--- config.mk ---
export PLATFORM = sky130hd
export DESIGN_NAME = packed_complex_magnitude
export DESIGN_NICKNAME = d
export VERILOG_FILES = /design/src/hw/rtl/pcm_pkg.sv /design/src/hw/rtl/packed_complex_magnitude.sv /design/src/hw/rtl/pcm_front.sv /design/src/hw/rtl/pcm_root_cell.sv
export SDC_FILE = /design/constraint.sdc
export NUM_CORES = 2
export LEC_CHECK = 0
export BUFFER_PORTS_ARGS = -buffer_cell sky130_fd_sc_hd__buf_2
export CAP_MARGIN = 20
export CORE_MARGIN = 2
export CORE_UTILIZATION = 45
export CTS_CLUSTER_SIZE = 24
export DETAILED_ROUTE_END_ITERATION = 8
export GPL_TIMING_DRIVEN = 0
export SYNTH_ARGS = -nofsm -noshare
export SYNTH_HDL_FRONTEND = slang
export SYNTH_HIERARCHICAL = 1
export SYNTH_SLANG_ARGS = --single-unit
--- constraint.sdc ---
create_clock -name clk -period 12.5 [get_ports clk]
set_clock_uncertainty 0.2 [all_clocks]
set_input_delay 2.5 -clock clk [delete_from_list [all_inputs] [get_ports clk]]
set_output_delay 2.5 -clock clk [all_outputs]
set_load 0.02 [all_outputs]
--- src/hw/rtl/pcm_pkg.sv ---
package pcm_pkg;

	localparam int CompBits = 16;
	localparam int SqW      = 2 * CompBits;
	localparam int SumW     = 32;
	localparam int RootW    = SumW / 2;
	localparam int RemW     = RootW + 2;
	localparam int OutW     = 16;

	typedef struct packed {
		logic                valid;
		logic [SumW-1:0]     rad;
		logic [RemW-1:0]     rem;
		logic [RootW-1:0]    root;
	} cell_word_t;

	function automatic logic [CompBits-1:0] mag(input logic [CompBits-1:0] v);
		logic [CompBits-1:0] r;
		r = v[CompBits-1] ? (~v + CompBits'(1)) : v;
		return r;
	endfunction

endpackage

--- src/hw/rtl/packed_complex_magnitude.sv ---
// An accepted bin word becomes its magnitude word through the front stages and the root cells below.
// Throughput: one word per cycle unless the output stalls; three front stages (magnitude, square, sum)
// feed a row of 16 root cells, one result bit per cell.
// The whole row holds while a finished word waits at the output.
// Reset (arst_n low) empties every stage at once; no word is in flight after it.
module packed_complex_magnitude (
	input  logic        clk,
	input  logic        arst_n,
	input  logic        bin_valid,
	output logic        bin_ready,
	input  logic [31:0] packed_bin,
	output logic        mag_valid,
	input  logic        mag_ready,
	output logic [15:0] doubled_magnitude
);

	pcm_pkg::cell_word_t chain [pcm_pkg::RootW+1];
	logic                en;

	assign en        = !chain[pcm_pkg::RootW].valid || mag_ready;
	assign bin_ready = en;

	pcm_front u_front (
		.clk        (clk),
		.arst_n     (arst_n),
		.en         (en),
		.bin_valid  (bin_valid),
		.packed_bin (packed_bin),
		.cell_o     (chain[0])
	);

	for (genvar i = 0; i < pcm_pkg::RootW; i++) begin : g_cell
		pcm_root_cell u_cell (
			.clk    (clk),
			.arst_n (arst_n),
			.en     (en),
			.cell_i (chain[i]),
			.cell_o (chain[i+1])
		);
	end

	assign mag_valid         = chain[pcm_pkg::RootW].valid;
	assign doubled_magnitude = {chain[pcm_pkg::RootW].root[pcm_pkg::OutW-2:0], 1'b0};

endmodule

--- src/hw/rtl/pcm_front.sv ---
module pcm_front (
	input  logic                          clk,
	input  logic                          arst_n,
	input  logic                          en,
	input  logic                          bin_valid,
	input  logic [31:0]                   packed_bin,
	output pcm_pkg::cell_word_t           cell_o
);

	logic                          valid_s1, valid_s2, valid_s3;
	logic [pcm_pkg::CompBits-1:0]  re_s1, im_s1;
	logic [pcm_pkg::SqW-1:0]       re_sq_s2, im_sq_s2;
	logic [pcm_pkg::SumW-1:0]      sum_s3;

	always_ff @(posedge clk or negedge arst_n) begin
		if (!arst_n) begin
			valid_s1 <= 1'b0;
			valid_s2 <= 1'b0;
			valid_s3 <= 1'b0;
		end else if (en) begin
			valid_s1 <= bin_valid;
			valid_s2 <= valid_s1;
			valid_s3 <= valid_s2;
		end
	end

	always_ff @(posedge clk) begin
		if (en) begin
			re_s1    <= pcm_pkg::mag(packed_bin[pcm_pkg::CompBits-1:0]);
			im_s1    <= pcm_pkg::mag(packed_bin[2*pcm_pkg::CompBits-1:pcm_pkg::CompBits]);
			re_sq_s2 <= pcm_pkg::SqW'(re_s1) * pcm_pkg::SqW'(re_s1);
			im_sq_s2 <= pcm_pkg::SqW'(im_s1) * pcm_pkg::SqW'(im_s1);
			sum_s3   <= pcm_pkg::SumW'(re_sq_s2 + im_sq_s2);
		end
	end

	always_comb begin
		cell_o.valid = valid_s3;
		cell_o.rad   = sum_s3;
		cell_o.rem   = '0;
		cell_o.root  = '0;
	end

endmodule

--- src/hw/rtl/pcm_root_cell.sv ---
module pcm_root_cell (
	input  logic                  clk,
	input  logic                  arst_n,
	input  logic                  en,
	input  pcm_pkg::cell_word_t   cell_i,
	output pcm_pkg::cell_word_t   cell_o
);

	localparam int ExtW = pcm_pkg::RemW + 2;

	logic [pcm_pkg::RootW-1:0] root_sh;
	logic [ExtW-1:0]           rem_ext;
	logic [ExtW-1:0]           trial;
	logic [ExtW-1:0]           diff;
	logic                      take;
	pcm_pkg::cell_word_t       nxt;
	pcm_pkg::cell_word_t       cell_q;

	always_comb begin
		root_sh   = {cell_i.root[pcm_pkg::RootW-2:0], 1'b0};
		rem_ext   = {cell_i.rem, cell_i.rad[pcm_pkg::SumW-1 -: 2]};
		trial     = ExtW'({root_sh, 1'b1});
		diff      = rem_ext - trial;
		take      = (trial <= rem_ext);
		nxt.valid = cell_i.valid;
		nxt.rad   = {cell_i.rad[pcm_pkg::SumW-3:0], 2'b00};
		nxt.rem   = take ? diff[pcm_pkg::RemW-1:0] : rem_ext[pcm_pkg::RemW-1:0];
		nxt.root  = take ? (root_sh | pcm_pkg::RootW'(1)) : root_sh;
	end

	always_ff @(posedge clk or negedge arst_n) begin
		if (!arst_n) begin
			cell_q <= '0;
		end else if (en) begin
			cell_q <= nxt;
		end
	end

	assign cell_o = cell_q;

endmodule

# Yosys cells after proc, flatten, opt, wreduce, memory -nomap -nowiden
# Index checks and enable logic that the tools add are counted.
# word_totals
register_bits,792
in_bits,36
output_inout_bits,18
wordCells,145
# op_classes
n_addsub,18
n_mul,2
n_lt_le_gt_ge,16
n_mux,33
bitwise,2
reduce_logical,2
# op_table
op,count
2-to-1 mux 18 bit,15
multiplier 16 x 16 -> 32 bit,2
"adder 16 x 1 -> 16 bit, second input constant",2
adder 32 bit,1
inverter 16 bit,2
2-to-1 mux 15 bit,2
<= comparator 10 x 20 -> 1 bit,1
<= comparator 11 x 20 -> 1 bit,1
<= comparator 12 x 20 -> 1 bit,1
<= comparator 13 x 20 -> 1 bit,1
<= comparator 14 x 20 -> 1 bit,1
<= comparator 15 x 20 -> 1 bit,1
<= comparator 16 x 20 -> 1 bit,1
<= comparator 17 x 20 -> 1 bit,1
<= comparator 3 x 20 -> 1 bit,1
<= comparator 4 x 20 -> 1 bit,1
<= comparator 5 x 20 -> 1 bit,1
<= comparator 6 x 20 -> 1 bit,1
<= comparator 7 x 20 -> 1 bit,1
<= comparator 8 x 20 -> 1 bit,1
<= comparator 9 x 20 -> 1 bit,1
subtractor 18 x 10 -> 18 bit,1
subtractor 18 x 11 -> 18 bit,1
subtractor 18 x 12 -> 18 bit,1
16 further kinds,31

# Logic depth before layout (Yosys ltp)
# depth
depth_word,3
mapped_depth,24
depth_no_buf,23

# Cells and area by module
# The synthesis kept the hierarchy.
# by_module_without_submodules
mod,instances,cells_each,area_per_inst_um2,seq_area_each_um2
pcm_root_cell at g_cell[11].u_cell ...,14,358,3788.6,1626.6
pcm_front,1,2179,21022.7,3858.7
pcm_root_cell at g_cell[0].u_cell ...,2,375,3861.2,1626.6
packed_complex_magnitude,1,3,17.5,0.0

# Least setup slack after synthesis
# OpenSTA, ideal clock, no wires.
# synth_path
path_type,input to output
from,input mag_ready
to,output bin_ready
arrival_ps,6240
t_required_ps,9800
path_slack_ps,3560
cell_stages,1
path_buffers,0
cell_sequence,nand2b_1
# synth_via
elab_chain_cells,1
# synth_rtl
element,line_no,text
from (decl),packed_complex_magnitude.sv:13,"input logic mag_ready,"
logical OR 1 bit,packed_complex_magnitude.sv:20,assign en = !chain[pcm_pkg::RootW].valid || mag_ready;
to (decl),packed_complex_magnitude.sv:10,"output logic bin_ready,"
# No other way between the ends.

# Final worst setup path
# layout_path
from,register u_front/im_s1[4] (netlist bit)
to,"register u_front/im_sq_s2[31] (netlist bit), data pin"
# layout_via
elab_chain_cells,1
# layout_rtl
element,line_no,text
from (decl),pcm_front.sv:11,"logic [pcm_pkg::CompBits-1:0] re_s1, im_s1;"
from (signal assigned),pcm_front.sv:30,im_s1 <= pcm_pkg::mag(packed_bin[2*pcm_pkg::CompBits-1:pcm_pkg::CompBits]);
multiplier 16 x 16 -> 32 bit,pcm_front.sv:32,im_sq_s2 <= pcm_pkg::SqW'(im_s1) * pcm_pkg::SqW'(im_s1);
to (signal assigned),pcm_front.sv:32,
to (decl),pcm_front.sv:12,"logic [pcm_pkg::SqW-1:0] re_sq_s2, im_sq_s2;"
# No other way between the ends.
# A chain may end at the register's enable or synchronous reset.

==> flow_summary.toml <==
[synth]
postSynthCellCount = 7213
syn_area_um2 = 70800
synth.avg_cell_area_um2 = 9.82
ys_warn_count = 6

[timing]
finalCriticalPeriod_ns = 7.50
drv_slew = 0
setup_tns_ns = 0
max-slew-margin-rel = 0.389
timing.fmax_mhz = 133
timing_worst_slew_pin_value_ns = 0.916
finalSetupViolations = 0
rsz0062_at_grt = "no"
timing.final.hold_violations = 0
crit_share_post_route = 0.600

[detailed_routing]
post_drt_via_cell_ratio = 5.27
drcViolationCount = 0
detailedRoute.firstPassIterationCount = 6
route.vias.total = 50400
drt_iter0_drc = 3075
dr_wl_met3_mm = 5.06
detail_route.wl_per_cell_um = 17.5
drt-met1-wl_mm = 74.4
route.met2.wl_mm = 83.4
drt_wl_total_mm = 167
ant_nets = 0
routed.top_layer = "met4"

[placed_design]
numPortBuffers = 52
gp_congestion = 0.858
place_hpwl_mm = 132

[global_routing]
grt_overflow = 0
grt_pass1_vias = 51400
grt_antenna_before_repair = 0
grt_max_degree = 126
total_routing_usage_gr = 0.210
wire_length_of_the_first_global_routing_pass_mm = 275

[cts]
clkSinkCount = 895
cts_inserted_buffers = 100
max-clock-path-buffers = 3
clk_transition_reported_paths_ns = 0.06
post_cts.repair.setup_buffers = 0
clock_latency_ns = 0.71
postCtsResizedCells = 0
cts_tree = "yes"
ctsRootBufferMaster = "clkbuf_16"
cts_hold_buf = 0
ctsHtreeMaxLevel = 3

[floorplanning]
chip_width_um = 401
floorplan.rows = 145
die_h_um = 401
initial_util = 0.453
die_area_um2 = 161000
fp.coreArea_um2 = 156000
design.portCount = 54

[hold_path]
min_path_type = "reg2reg"
endpoint_of_the_worst_hold_path = "g_cell[0].u_cell/cell_o[39]"
min_from = "u_front/sum_s3[3]"
hold_path_depth = 1

[final_layout]
layout-drive-gt1-share = 0.134
layout.cells.most_common = "inv_1"
number_of_fillers_in_the_final_layout = 14700
finalNetCount = 8500
multi_input_area_um2 = 41900
layout_common_cells = "inv_1, dfrtp_1, ha_1, mux2_2, nor2_1"
sequential_cell_area_um2 = 23000
flow.area_growth_from_synthesis_pct = 9.36

[job]
maxcap_viol_count = 0

[worst_setup_path]
cp_slowest_stage_delay_ns = 0.57
worstPathArrival_ns = 7.76
timing.setup.critical_path_class = "reg2reg"
timing.critical_path.slowest_stage_cell = "clkbuf_1"
crit_path_end_kind = "flop"
crit-reg2reg-launch = "u_front/im_s1[4]"
timing.critical_path.buf_inv = 6
required_ns = 12.76
timing.critical_path.max_delay_family = "adder cells"
crit_path_start_kind = "flop"
path_common_cell = "fa_1"
r2r_setup_slack_ns = 5.00
ff2ff_path_depth = 21
critPathMaxFanout = 10
regToRegEndpoint = "u_front/im_sq_s2[31]"
critical_path.cell_chain = "clkbuf_1 > clkbuf_1 > nand2_1 > fa_1 > fa_1 > inv_1 > fa_1 > fa_1 > fa_1 > inv_1 > fa_1 > inv_1 > ha_1 > inv_1 > nor2_1 > a31oi_1 > o31ai_1 > a221o_1 > a221oi_1 > a31oi_1 > xnor2_1"

[run_status]
status = "completed"
-- metrics by stage --
stage	hold slack (ns)	std cells	area [um^2]	worst slack, ns	utilization
5_1_grt	0.293	9553	77400	4.54	0.496
3_5_place_dp	0.264	9364	74000	4.95	0.474
3_3_place_gp	0.261	9355	73800	-7.76	0.472
6_report	0.264	9556	77500	5.00	0.496
2_1_floorplan	0.254	7245	70900	3.56	-
4_1_cts	0.270	9553	77400	4.93	0.496
-- flip-flops by register name (all words and copies together), names as in the netlist --
name	flops
g_cell.u_cell/cell_o	766
u_front/im_s1	16
u_front/im_sq_s2	31
u_front/re_s1	16
u_front/re_sq_s2	31
u_front/sum_s3	32
u_front/valid_s1	1
u_front/valid_s2	1
u_front/valid_s3	1
-- worst max path at each step --
stage	start	endpoint	slack, ns	cells after the start
after floorplan	mag_ready	bin_ready	3.56	1
after global placement	arst_n	g_cell[7].u_cell/cell_o[19]	-7.76	1
after detailed placement	u_front/im_s1[4]	u_front/im_sq_s2[30]	4.95	22
after CTS	u_front/im_s1[4]	u_front/im_sq_s2[31]	4.93	21
after global routing	u_front/im_s1[4]	u_front/im_sq_s2[30]	4.54	22
final	u_front/im_s1[4]	u_front/im_sq_s2[31]	5.00	21
-- layout make-up --
class | count | area share
diodes | 3 | 0.0000969
clock inverters | 54 | 0.00771
multi-input cells | 4851 | 0.542
repair buffers | 61 | 0.00669
clock buffers | 135 | 0.0362
plain buffers | 303 | 0.0193
inverters | 1196 | 0.0580
well taps | 2058 | 0.0332
flip-flops and latches | 895 | 0.297
-- layer usage --
layer / global-route usage / vias to the layer above
met5: 0 / -
met4: 0.0544 / 0
met3: 0.0230 / 256
met2: 0.370 / 762
met1: 0.272 / 24800
li1: - / 24600
Power is left out: the tool's default activity adds up to more than one toggle a clock period on the data nets, which glitch-free logic cannot reach.
